File: src/rtl/cascaded_biquad_iir_filter_assert.svh
// Assertion macros used by the filter RTL.
// Each macro expects signals named clk and rst in the scope where it is used.
`ifndef CASCADED_BIQUAD_IIR_FILTER_ASSERT_SVH
`define CASCADED_BIQUAD_IIR_FILTER_ASSERT_SVH

// Same-cycle implication, checked outside reset.
`define CBQ_ASSERT_IMPL(label, cond, conseq, msg) \
  label: assert property (@(posedge clk) disable iff (rst) (cond) |-> (conseq)) \
    else $error(msg);

// Next-cycle implication, checked outside reset.
`define CBQ_ASSERT_NEXT(label, cond, conseq, msg) \
  label: assert property (@(posedge clk) disable iff (rst) (cond) |=> (conseq)) \
    else $error(msg);

`endif

File: src/rtl/cbq_pkg.sv
package cbq_pkg;

  // Build-time sizing.
  localparam int NUM_SECTIONS = 2;
  localparam int SAMPLE_WIDTH = 16;

  // Fixed-point formats: samples Q4.x, coefficients Q2.29, delays Q15.16.
  localparam int SAMPLE_FRAC = SAMPLE_WIDTH - 5;
  localparam int UP_SHIFT    = (SAMPLE_FRAC <= 16) ? (16 - SAMPLE_FRAC) : 0;
  localparam int DN_SHIFT    = (SAMPLE_FRAC > 16) ? (SAMPLE_FRAC - 16) : 0;
  localparam int COEF_W      = 32;
  localparam int DATA_W      = 32;
  localparam int COEF_FRAC   = 29;
  localparam int PROD_W      = COEF_W + DATA_W;
  localparam int ACC_W       = PROD_W + 3;

  // Coefficient slots within a section.
  localparam int COEF_SLOTS = 5;
  localparam int NCOEF      = NUM_SECTIONS * COEF_SLOTS;
  localparam int COEF_AW    = $clog2(NCOEF);
  localparam int COEF_IDX_W = 6;

  localparam logic [COEF_AW-1:0] SLOT_B0 = COEF_AW'(0);
  localparam logic [COEF_AW-1:0] SLOT_B1 = COEF_AW'(1);
  localparam logic [COEF_AW-1:0] SLOT_B2 = COEF_AW'(2);
  localparam logic [COEF_AW-1:0] SLOT_A1 = COEF_AW'(3);
  localparam logic [COEF_AW-1:0] SLOT_A2 = COEF_AW'(4);

  // Delay slots within a section.
  localparam int SEC_W  = (NUM_SECTIONS > 1) ? $clog2(NUM_SECTIONS) : 1;
  localparam int DLY_AW = SEC_W + 2;

  localparam logic [1:0] DLY_X1 = 2'd0;
  localparam logic [1:0] DLY_X2 = 2'd1;
  localparam logic [1:0] DLY_Y1 = 2'd2;
  localparam logic [1:0] DLY_Y2 = 2'd3;

  // Configuration port.
  localparam int CNT_W  = 4;
  localparam int CFG_IW = 2;
  localparam int CFG_DW = SAMPLE_WIDTH;

  localparam logic [CFG_IW-1:0] CFG_SECTIONS = 2'd0;
  localparam logic [CFG_IW-1:0] CFG_OUT_MIN  = 2'd1;
  localparam logic [CFG_IW-1:0] CFG_OUT_MAX  = 2'd2;

  localparam logic [CNT_W-1:0] SECTIONS_RESET = 4'd2;
  localparam logic signed [SAMPLE_WIDTH-1:0] OUT_MIN_RESET = SAMPLE_WIDTH'(-20480);
  localparam logic signed [SAMPLE_WIDTH-1:0] OUT_MAX_RESET = SAMPLE_WIDTH'(20480);

  // Item operations.
  localparam logic OP_FILTER = 1'b0;
  localparam logic OP_COEF   = 1'b1;

  // Built-in coefficient table, rounded to nearest in Q2.29.
  localparam int BASE_LEN = 10;
  localparam logic signed [COEF_W-1:0] BASE_COEF [BASE_LEN] = '{
    32'sd536870912, 32'sd536865543, 32'sd0, -32'sd473396664, 32'sd0,
    32'sd117457, 32'sd234908, 32'sd117457, -32'sd1002552741, 32'sd473627519
  };
  localparam logic signed [COEF_W-1:0] COEF_ONE = COEF_W'(64'sd1 <<< COEF_FRAC);

  typedef logic signed [COEF_W-1:0] coef_tbl_t [NCOEF];

  // Sections beyond the built-in table start as identity.
  function automatic coef_tbl_t build_coef_init();
    coef_tbl_t tbl;
    for (int i = 0; i < NCOEF; i++) begin
      if (i < BASE_LEN) begin
        tbl[i] = BASE_COEF[i];
      end else if ((i % COEF_SLOTS) == 0) begin
        tbl[i] = COEF_ONE;
      end else begin
        tbl[i] = '0;
      end
    end
    return tbl;
  endfunction

  localparam coef_tbl_t COEF_INIT = build_coef_init();

  // Channel payloads.
  typedef struct packed {
    logic                           operation;
    logic signed [SAMPLE_WIDTH-1:0] sample_in;
    logic [COEF_IDX_W-1:0]          coef_index;
    logic signed [COEF_W-1:0]       coef_value;
  } in_item_t;

  typedef struct packed {
    logic signed [SAMPLE_WIDTH-1:0] sample_out;
    logic                           clipped;
  } out_item_t;

  // Accumulator control from the sequencer to the MAC.
  typedef struct packed {
    logic acc_en;
    logic acc_load;
    logic acc_sub;
  } mac_ctl_t;

endpackage

File: src/rtl/cascaded_biquad_iir_filter.sv
// Flow: a sample item runs through each enabled section in turn and then the output stage.
// in_stall stays high from acceptance until the result is loaded, so no new item is taken
// meanwhile; a coefficient item is taken only while idle. The single shared MAC and the one
// read port of the coefficient memory make each section a sequence of phases.
// Reset: valid bits of both memories clear at once, so coefficients read as the built-in
// table and delays as zero; there is no clearing pass. Only control registers are reset.
`include "cascaded_biquad_iir_filter_assert.svh"

module cascaded_biquad_iir_filter (
  input  logic                              clk,
  input  logic                              rst,
  input  logic                              in_valid,
  output logic                              in_stall,
  input  cbq_pkg::in_item_t                 in_data,
  output logic                              out_valid,
  input  logic                              out_stall,
  output cbq_pkg::out_item_t                out_data,
  input  logic                              cfg_write,
  input  logic [cbq_pkg::CFG_IW-1:0]        cfg_index,
  input  logic [cbq_pkg::CFG_DW-1:0]        cfg_data
);

  localparam int SW      = cbq_pkg::SAMPLE_WIDTH;
  localparam int WIDE_W  = 48;
  localparam int DLY_DEP = 2 ** cbq_pkg::DLY_AW;
  localparam int PH_W    = 3;

  typedef enum logic [2:0] {
    S_IDLE = 3'b001,
    S_RUN  = 3'b010,
    S_FIN  = 3'b100
  } state_t;

  state_t state;

  // Configuration registers.
  logic [cbq_pkg::CNT_W-1:0] sections_in_use;
  logic signed [SW-1:0]      out_min;
  logic signed [SW-1:0]      out_max;

  // Sequencer.
  logic [PH_W-1:0]               ph;
  logic [cbq_pkg::SEC_W-1:0]     sec;
  logic [cbq_pkg::CNT_W-1:0]     nsec;
  logic [cbq_pkg::COEF_AW-1:0]   coef_base;
  logic signed [cbq_pkg::DATA_W-1:0] cur;

  logic in_accept;
  logic run;
  logic last_sec;
  logic [cbq_pkg::CNT_W-1:0] n_req;

  // Coefficient memory.
  logic signed [cbq_pkg::COEF_W-1:0] coef_mem [cbq_pkg::NCOEF];
  logic [cbq_pkg::NCOEF-1:0]         coef_valid;
  logic                              coef_we;
  logic [cbq_pkg::COEF_AW-1:0]       coef_waddr;
  logic [cbq_pkg::COEF_AW-1:0]       coef_raddr;
  logic [cbq_pkg::COEF_AW-1:0]       coef_slot;
  logic signed [cbq_pkg::COEF_W-1:0] coef_mem_q;
  logic signed [cbq_pkg::COEF_W-1:0] coef_tab_q;
  logic                              coef_valid_q;
  logic signed [cbq_pkg::COEF_W-1:0] coef_rd;

  // Delay memory: x1, x2, y1, y2 per section.
  logic signed [cbq_pkg::DATA_W-1:0] dly_mem [DLY_DEP];
  logic [DLY_DEP-1:0]                dly_valid;
  logic                              dly_we;
  logic                              dly_re;
  logic [1:0]                        dly_rslot;
  logic [1:0]                        dly_wslot;
  logic [cbq_pkg::DLY_AW-1:0]        dly_raddr;
  logic [cbq_pkg::DLY_AW-1:0]        dly_waddr;
  logic signed [cbq_pkg::DATA_W-1:0] dly_wdata;
  logic signed [cbq_pkg::DATA_W-1:0] dly_mem_q;
  logic                              dly_valid_q;
  logic signed [cbq_pkg::DATA_W-1:0] dly_rd;

  // MAC.
  cbq_pkg::mac_ctl_t                 mac_ctl;
  logic signed [cbq_pkg::DATA_W-1:0] operand;
  logic signed [cbq_pkg::DATA_W-1:0] sec_y;

  // Sample conversion and output clamp.
  logic signed [WIDE_W-1:0] x_wide;
  logic signed [WIDE_W-1:0] v_wide;
  logic                     below;
  logic                     above;
  logic                     out_load;
  cbq_pkg::out_item_t       out_next;

  assign run       = (state == S_RUN);
  assign in_stall  = (state != S_IDLE);
  assign in_accept = in_valid && !in_stall;
  assign last_sec  = ((cbq_pkg::CNT_W'(sec) + cbq_pkg::CNT_W'(1)) == nsec);
  assign n_req     = (sections_in_use > cbq_pkg::CNT_W'(cbq_pkg::NUM_SECTIONS)) ?
                     cbq_pkg::CNT_W'(cbq_pkg::NUM_SECTIONS) : sections_in_use;

  // Q4.x sample widened to Q15.16.
  assign x_wide = (WIDE_W'(in_data.sample_in) <<< cbq_pkg::UP_SHIFT) >>> cbq_pkg::DN_SHIFT;

  // Configuration writes.
  always_ff @(posedge clk) begin
    if (rst) begin
      sections_in_use <= cbq_pkg::SECTIONS_RESET;
      out_min         <= cbq_pkg::OUT_MIN_RESET;
      out_max         <= cbq_pkg::OUT_MAX_RESET;
    end else if (cfg_write) begin
      unique case (cfg_index)
        cbq_pkg::CFG_SECTIONS: sections_in_use <= cfg_data[cbq_pkg::CNT_W-1:0];
        cbq_pkg::CFG_OUT_MIN:  out_min <= cfg_data[SW-1:0];
        cbq_pkg::CFG_OUT_MAX:  out_max <= cfg_data[SW-1:0];
        default: ;
      endcase
    end
  end

  // Main sequencer: eight phases per section.
  always_ff @(posedge clk) begin
    if (rst) begin
      state <= S_IDLE;
      ph    <= '0;
      sec   <= '0;
    end else begin
      unique case (state)
        S_IDLE: begin
          if (in_accept && (in_data.operation == cbq_pkg::OP_FILTER)) begin
            ph    <= '0;
            sec   <= '0;
            state <= (n_req == '0) ? S_FIN : S_RUN;
          end
        end
        S_RUN: begin
          ph <= ph + PH_W'(1);
          if (ph == PH_W'(7)) begin
            if (last_sec) begin
              state <= S_FIN;
            end else begin
              sec <= sec + cbq_pkg::SEC_W'(1);
            end
          end
        end
        S_FIN: begin
          if (out_load) begin
            state <= S_IDLE;
          end
        end
        default: state <= S_IDLE;
      endcase
    end
  end

  // Sample datapath registers.
  always_ff @(posedge clk) begin
    if (in_accept && (in_data.operation == cbq_pkg::OP_FILTER)) begin
      cur       <= x_wide[cbq_pkg::DATA_W-1:0];
      nsec      <= n_req;
      coef_base <= '0;
    end else if (run && (ph == PH_W'(7))) begin
      cur       <= sec_y;
      coef_base <= coef_base + cbq_pkg::COEF_AW'(cbq_pkg::COEF_SLOTS);
    end
  end

  // Read order per section is b0, b2/x2, b1/x1, a2/y2, a1/y1, so every delay is
  // read before the write that shifts it.
  always_comb begin
    unique case (ph)
      PH_W'(1): begin coef_slot = cbq_pkg::SLOT_B2; dly_rslot = cbq_pkg::DLY_X2; end
      PH_W'(2): begin coef_slot = cbq_pkg::SLOT_B1; dly_rslot = cbq_pkg::DLY_X1; end
      PH_W'(3): begin coef_slot = cbq_pkg::SLOT_A2; dly_rslot = cbq_pkg::DLY_Y2; end
      PH_W'(4): begin coef_slot = cbq_pkg::SLOT_A1; dly_rslot = cbq_pkg::DLY_Y1; end
      default:  begin coef_slot = cbq_pkg::SLOT_B0; dly_rslot = cbq_pkg::DLY_X1; end
    endcase
  end

  assign coef_raddr = coef_base + coef_slot;
  assign dly_raddr  = {sec, dly_rslot};
  assign dly_re     = run && (ph >= PH_W'(1)) && (ph <= PH_W'(4));

  // Delay shifts: x2 gets old x1, x1 gets x0, y2 gets old y1, y1 gets the result.
  always_comb begin
    dly_we    = 1'b0;
    dly_wslot = cbq_pkg::DLY_X1;
    dly_wdata = dly_rd;
    if (run) begin
      unique case (ph)
        PH_W'(3): begin dly_we = 1'b1; dly_wslot = cbq_pkg::DLY_X2; end
        PH_W'(4): begin dly_we = 1'b1; dly_wslot = cbq_pkg::DLY_X1; dly_wdata = cur; end
        PH_W'(5): begin dly_we = 1'b1; dly_wslot = cbq_pkg::DLY_Y2; end
        PH_W'(7): begin dly_we = 1'b1; dly_wslot = cbq_pkg::DLY_Y1; dly_wdata = sec_y; end
        default: ;
      endcase
    end
  end

  assign dly_waddr = {sec, dly_wslot};

  // Coefficient memory: written by coefficient items, read once per cycle.
  assign coef_we    = in_accept && (in_data.operation == cbq_pkg::OP_COEF) &&
                      (in_data.coef_index < cbq_pkg::COEF_IDX_W'(cbq_pkg::NCOEF));
  assign coef_waddr = in_data.coef_index[cbq_pkg::COEF_AW-1:0];

  always_ff @(posedge clk) begin
    if (coef_we) begin
      coef_mem[coef_waddr] <= in_data.coef_value;
    end
    coef_mem_q   <= coef_mem[coef_raddr];
    coef_tab_q   <= cbq_pkg::COEF_INIT[coef_raddr];
    coef_valid_q <= coef_valid[coef_raddr];
  end

  always_ff @(posedge clk) begin
    if (rst) begin
      coef_valid <= '0;
    end else if (coef_we) begin
      coef_valid[coef_waddr] <= 1'b1;
    end
  end

  assign coef_rd = coef_valid_q ? coef_mem_q : coef_tab_q;

  // Delay memory.
  always_ff @(posedge clk) begin
    if (dly_we) begin
      dly_mem[dly_waddr] <= dly_wdata;
    end
    dly_mem_q   <= dly_mem[dly_raddr];
    dly_valid_q <= dly_valid[dly_raddr];
  end

  always_ff @(posedge clk) begin
    if (rst) begin
      dly_valid <= '0;
    end else if (dly_we) begin
      dly_valid[dly_waddr] <= 1'b1;
    end
  end

  assign dly_rd = dly_valid_q ? dly_mem_q : '0;

  // Operand of the product formed this cycle: x0 first, then the delay read.
  assign operand = (ph == PH_W'(1)) ? cur : dly_rd;

  // Accumulator: load b0 term, add b terms, subtract a terms.
  assign mac_ctl.acc_en   = run && (ph >= PH_W'(2)) && (ph <= PH_W'(6));
  assign mac_ctl.acc_load = (ph == PH_W'(2));
  assign mac_ctl.acc_sub  = (ph == PH_W'(5)) || (ph == PH_W'(6));

  cbq_mac u_mac (
    .clk     (clk),
    .coef    (coef_rd),
    .operand (operand),
    .ctl     (mac_ctl),
    .y       (sec_y)
  );

  // Back to the sample format and clamp.
  assign v_wide = (WIDE_W'(cur) <<< cbq_pkg::DN_SHIFT) >>> cbq_pkg::UP_SHIFT;
  assign below  = v_wide < WIDE_W'(out_min);
  assign above  = v_wide > WIDE_W'(out_max);

  always_comb begin
    if (below) begin
      out_next.sample_out = out_min;
    end else if (above) begin
      out_next.sample_out = out_max;
    end else begin
      out_next.sample_out = v_wide[SW-1:0];
    end
    out_next.clipped = below || above;
  end

  // Output register parts the result from the next item.
  assign out_load = (state == S_FIN) && (!out_valid || !out_stall);

  always_ff @(posedge clk) begin
    if (rst) begin
      out_valid <= 1'b0;
    end else if (out_load) begin
      out_valid <= 1'b1;
    end else if (!out_stall) begin
      out_valid <= 1'b0;
    end
  end

  always_ff @(posedge clk) begin
    if (out_load) begin
      out_data <= out_next;
    end
  end

  // A delay entry is never rewritten in the cycle it is read for this section.
  `CBQ_ASSERT_IMPL(a_dly_no_overlap, dly_we && dly_re, dly_waddr != dly_raddr,
                   "delay write and read hit the same entry")
  // Coefficients change only between items.
  `CBQ_ASSERT_IMPL(a_coef_write_idle, coef_we, $past(state) != S_RUN || state == S_IDLE,
                   "coefficient write while filtering")
  // Finishing the last section always leads to the output stage.
  `CBQ_ASSERT_NEXT(a_last_to_fin, run && (ph == PH_W'(7)) && last_sec, state == S_FIN,
                   "last section did not hand over to the output stage")
  // A new result only appears from the output stage.
  `CBQ_ASSERT_IMPL(a_out_from_fin, $rose(out_valid), $past(state == S_FIN),
                   "result appeared outside the output stage")

endmodule

File: src/rtl/cbq_mac.sv
module cbq_mac (
  input  logic                              clk,
  input  logic signed [cbq_pkg::COEF_W-1:0] coef,
  input  logic signed [cbq_pkg::DATA_W-1:0] operand,
  input  cbq_pkg::mac_ctl_t                 ctl,
  output logic signed [cbq_pkg::DATA_W-1:0] y
);

  localparam int Q_W = cbq_pkg::ACC_W - cbq_pkg::COEF_FRAC;

  logic signed [cbq_pkg::PROD_W-1:0] prod;
  logic signed [cbq_pkg::ACC_W-1:0]  acc;
  logic signed [cbq_pkg::ACC_W-1:0]  prod_ext;
  logic signed [Q_W-1:0]             q;
  logic                              q_ovf;

  // One product per cycle, registered before the accumulator.
  always_ff @(posedge clk) begin
    prod <= coef * operand;
  end

  assign prod_ext = cbq_pkg::ACC_W'(prod);

  // The exact sum of all five products is kept, so one floor at the end suffices.
  always_ff @(posedge clk) begin
    if (ctl.acc_en) begin
      if (ctl.acc_load) begin
        acc <= prod_ext;
      end else if (ctl.acc_sub) begin
        acc <= acc - prod_ext;
      end else begin
        acc <= acc + prod_ext;
      end
    end
  end

  // Floor to Q15.16 and saturate to the signed 32-bit range.
  assign q     = Q_W'(acc >>> cbq_pkg::COEF_FRAC);
  assign q_ovf = (q[Q_W-1:cbq_pkg::DATA_W-1] != '0) && (q[Q_W-1:cbq_pkg::DATA_W-1] != '1);

  always_comb begin
    if (!q_ovf) begin
      y = q[cbq_pkg::DATA_W-1:0];
    end else if (q[Q_W-1]) begin
      y = {1'b1, {(cbq_pkg::DATA_W-1){1'b0}}};
    end else begin
      y = {1'b0, {(cbq_pkg::DATA_W-1){1'b1}}};
    end
  end

endmodule
File: config.mk
export PLATFORM = sky130hd
export DESIGN_NAME = cascaded_biquad_iir_filter
export DESIGN_NICKNAME = d
export VERILOG_FILES = /design/src/rtl/cbq_pkg.sv /design/src/rtl/cascaded_biquad_iir_filter.sv /design/src/rtl/cbq_mac.sv
export VERILOG_INCLUDE_DIRS = /design/src /design/src/rtl
export SDC_FILE = /design/constraint.sdc
export NUM_CORES = 2
export LEC_CHECK = 0
export BUFFER_PORTS_ARGS = -buffer_cell sky130_fd_sc_hd__buf_4
export CAP_MARGIN = 25
export CORE_MARGIN = 2
export CORE_UTILIZATION = 55
export DETAILED_ROUTE_END_ITERATION = 10
export HOLD_SLACK_MARGIN = 0.02
export PLACE_DENSITY = 0.71
export SLEW_MARGIN = 20
export SYNTH_ARGS = -nofsm -noshare
export SYNTH_HDL_FRONTEND = slang
export SYNTH_SLANG_ARGS = --single-unit
File: constraint.sdc
create_clock -name clk -period 11.1 [get_ports clk]
set_input_delay 0.555 -clock clk [delete_from_list [all_inputs] [get_ports clk]]
set_output_delay 0.555 -clock clk [all_outputs]
set_load 0.005 [all_outputs]
==> flow_results.org <==
** Clock tree
- The clock passes through at most 3 buffers.
- TritonCTS created 93 clock buffers.
- The clock tree synthesis step divided the H-tree into 3 levels.
- In this run the clock root is driven by a sky130_fd_sc_hd__clkbuf_16.
- After clock tree synthesis, the flow added hold-fix buffers numbering 2.
- CTS tree :: built
- At the later pin of the worst-skew pair, clock insertion delay measures 0.74 ns.
- Buffers inserted during post-CTS setup optimization :: 0
- CTS sink count :: 913
- Clock edge transition at the registers on the reported setup and hold paths :: 0.06 ns
- Number of cells upsized or downsized after cts :: 0

** Drt
- After detailed routing, the number of remaining DRC violations is 0.
- Using the TritonRoute via totals, the vias-per-cell ratio works out to 6.01.
- After detailed routing, the met2 layer carries 101,000 um of wire.
- After detailed routing, the wire length on met1 is 87,100 um.
- The detailed router finished its first iteration with 5,480 violations.
- The detail route stage leaves a number of antenna-violating nets equal to 0.
- After detailed routing, the average wire length per cell comes to 24.7 um.
- Summing over every cut layer, the via total after detailed routing is 54,400.
- Number of search-and-repair iterations in the first detailed-routing pass :: 6
- Top Layer Used :: met4
- Routed WL :: 224,000 um
- Detailed routing placed a total of 26,200 um of wire on met3.

** Synth
- EDFF count, synth :: 691
- After synthesis, the netlist uses 96 different library cells.
- Of all cell types, the one taking the most synthesized area is sky130_fd_sc_hd__fa_1.
- Largest cells by area after synthesis :: sky130_fd_sc_hd__fa_1 29%, sky130_fd_sc_hd__edfxtp_1 27%, sky130_fd_sc_hd__dfxtp_1 5.8%
- Summed over its instances, the top area cell type makes up 28.5% of the synthesized netlist area.
- Synthesis handed over a netlist of 7,187 instances.
- For this run, asynchronously set or reset flops after synthesis account for 0%.
- Most frequently used cell type in the post-synthesis netlist :: sky130_fd_sc_hd__fa_1
- After synthesis, flip-flops and latches occupy 33.1% of the total area.
- Most frequent cells after synthesis :: 1,084 x sky130_fd_sc_hd__fa_1, 1,047 x sky130_fd_sc_hd__inv_1, 909 x sky130_fd_sc_hd__nand2_1, 845 x sky130_fd_sc_hd__nor2_1, 691 x sky130_fd_sc_hd__edfxtp_1
- Mean cell area of the mapped netlist :: 10.6 um2
- Synthesis inferred 913 register bits.
- During synthesis, Yosys emitted a total of 0 warnings.
- In the synthesized netlist the dominant register cell turns out to be sky130_fd_sc_hd__edfxtp_1.
- Post-synthesis instance area :: 0.0761 mm2

** Cells and area
- Number of diodes added for antenna fixing :: 0
- Final non-filler cell total :: 9,058
- Area growth from synthesis to layout :: 8.64%
- The layout has 11,200 filler cells.
- At the end of the flow, the number of nets in the layout was 8,665.
- Cells with a size suffix above 1 make up 8.60% of the layout.
- After routing the design area is 0.0827 mm2.

** Critical path
- STA classifies the critical path endpoint as a register.
- Grouping stages by cell kind, the critical path spends the most delay in adder cells.
- CP max stage cell :: sky130_fd_sc_hd__fa_1
- Worst setup SP type :: register
- Crit path max fanout :: 28
- Worst EP required :: 11.72 ns
- The most numerous cell type found on the critical path is sky130_fd_sc_hd__fa_1.
- Count of buffering cells on the critical path with inverters included :: 6
- Setup CP Type :: reg2reg
- The largest single stage delay on the critical path is 1.00 ns.
- At the worst endpoint, the arrival time is 10.72 ns.

** Global routing
- Pin count of the biggest net entering global routing :: 73
- Across every metal layer, demand over resource in global routing totals 32.1%.
- The number of antenna violations at the first check in global routing came to 1.
- The number of global-route vias before repair is 55,500.
- Summed over all layers, the global routing overflow is 0.
- The first global-routing pass estimated 340,000 um of wire.

** Floorplan
- The core region is 0.137 mm2.
- The die is 376 um tall.
- Count of pins on the block boundary :: 97
- Number of standard-cell rows in the floorplan :: 136
- The die is 376 um wide.
- The die covers 0.141 mm2.
- Once the floorplan was initialized, standard cells occupied 55.4% of the core.

** Run
- Max-cap violations in this run came to 0.

** Timing
- In this run the tightest slew margin relative to its limit is 25.4%.
- Post-Route Skew :: 0.0797 ns
- Unrepaired setup endpoints after global routing :: no
- Across all hold checks on the routed design, the worst slack comes to 0.0582 ns.
- The total count of hold-check failures in the final report was 0.
- The number of pins with negative max-slew slack in the final report is 0.
- Number of endpoints failing setup at the final stage :: 0
- The worst path in the final design needs a cycle of 10.10 ns, including I/O delays and setup.
- Actual transition at the worst max-transition pin :: 1.12 ns
- Final period util :: 91.0%
- TNS Setup :: 0 ns
- Based on the critical path, the design can be clocked at up to 0.0990 GHz.

** Pwr
- In this run the power density over the cells is 151 mW/mm2.
- Summed over all cells, the static leakage comes to 35.3 nW.
- Peak supply drop :: 0.269 mV
- Power after layout :: 12.5 mW

** Worst hold path
- The tightest min-delay check is of the in2reg type.

** Status
- The flow ran to the end, and the final reports show no timing, DRC or antenna violations.

** Placed design
- Port Buf Inserts :: 96
- HPWL after DPL :: 170,000 um
- Placed inst area :: 0.0793 mm2
- The congestion estimate from routability-driven global placement came to 1.02.
- Once placement completed, the tool counted placed cells totaling 8,872.
[worst paths after layout]
path | slack [ns] | from | to | depth (start not counted)
setup / recovery | 1.0 | ph[0] | u_mac.prod[60] | 26
hold / removal | 0.06 | cfg_data[15] | out_min[15] | 2
setup reg to reg | 1.0 | ph[0] | u_mac.prod[60] | 26
hold reg to reg | 0.46 | out_min[3] | out_min[3] | 2
[cells by family (layout without fill, tap and decap cells)]
family          count (synthesis)  after routing  synth area share (%)
flops                         913            913                  33.1
compound gates               1001           1001                  8.61
fa+ha+maj                    1402           1402                  33.7
xor+xnor                      199            199                  2.29
other cells                     1              2               0.00493
buf+inv                      1401           1477                  6.94
mux                           171            171                  3.92
simple gates                 2099           2099                  11.4
[sequential cells by signal, summed over array words and instances, names as in the netlist]
signal / flops
u_mac.acc: 67
coef_base: 4
out_min: 16
sec: 1
dly_valid: 8
u_mac.prod: 64
coef_tab_q: 21
ph: 3
out_valid: 1
dly_valid_q: 1
state: 3
out_data: 17
nsec: 4
coef_valid_q: 1
out_max: 16
dly_mem: 256
cur: 32
coef_mem: 320
sections_in_use: 4
coef_mem_q: 32
dly_mem_q: 32
coef_valid: 10
[through the flow]
step                      worst slack, ns  util [%]
after detailed placement             1.15      57.7
after floorplan                      2.38         -
after CTS                            1.13      60.0
final                               0.996      60.2
after global routing                0.566      60.2
after global placement               1.25      57.6
[cell type report]
| class | instances | area [um2] | share of cell area, % |
|---|---|---|---|
| clock buffer | 121 | 2550 | 3.08 |
| inverter | 1048 | 3930 | 4.76 |
| sequential | 913 | 25200 | 30.5 |
| timing repair buffer | 255 | 2070 | 2.50 |
| tap | 1794 | 2240 | 2.71 |
| clock inverter | 53 | 623 | 0.753 |
| multi-input combinational | 4874 | 46100 | 55.7 |
[per-layer routing]
layer	global-route usage, %	up-vias
met5	0	-
li1	-	23500
met4	13.0	0
met1	43.7	27500
met2	49.1	2878
met3	8.71	519
[cells in the final DEF, fill, tap and decap left out, types with 21 or more instances in the layout]
master                      synthesis  layout
sky130_fd_sc_hd__clkbuf_16          0      96
sky130_fd_sc_hd__dfxtp_1          222     220
sky130_fd_sc_hd__o21bai_1          27      27
sky130_fd_sc_hd__a211oi_1          48      48
sky130_fd_sc_hd__buf_4              1     242
sky130_fd_sc_hd__o221ai_1          34      34
sky130_fd_sc_hd__nand2b_1          26      26
sky130_fd_sc_hd__nor3_1            64      56
sky130_fd_sc_hd__xnor2_1          110     109
sky130_fd_sc_hd__and2_1            21      21
sky130_fd_sc_hd__o21ai_1           30      22
sky130_fd_sc_hd__fa_1            1084    1083
sky130_fd_sc_hd__inv_1           1047    1047
sky130_fd_sc_hd__nor2_1           845     832
sky130_fd_sc_hd__a31oi_1           82      82
sky130_fd_sc_hd__o21a_1            46      45
sky130_fd_sc_hd__nand4_1           37      37
sky130_fd_sc_hd__mux4_2           100     100
sky130_fd_sc_hd__edfxtp_1         691     691
sky130_fd_sc_hd__ha_1             318     317
sky130_fd_sc_hd__nor2b_1           60      59
sky130_fd_sc_hd__a21o_1           118     118
sky130_fd_sc_hd__nand3_1           51      51
sky130_fd_sc_hd__nand2_1          909     906
sky130_fd_sc_hd__o21ai_0          180     173
sky130_fd_sc_hd__a211o_1           30      30
sky130_fd_sc_hd__a21oi_1          282     274
sky130_fd_sc_hd__xor2_1            89      87
sky130_fd_sc_hd__mux2i_1           54      47
[power by group]
part / leakage [nW] / switching [mW] / internal [mW]
clock: 1.54 / 1.37 / 1.89
combinational: 25.6 / 3.10 / 2.03
sequential: 8.20 / 0.124 / 3.95
total: 35.3 / 4.59 / 7.87
No activity file was read; power rests on OpenSTA's default activity.
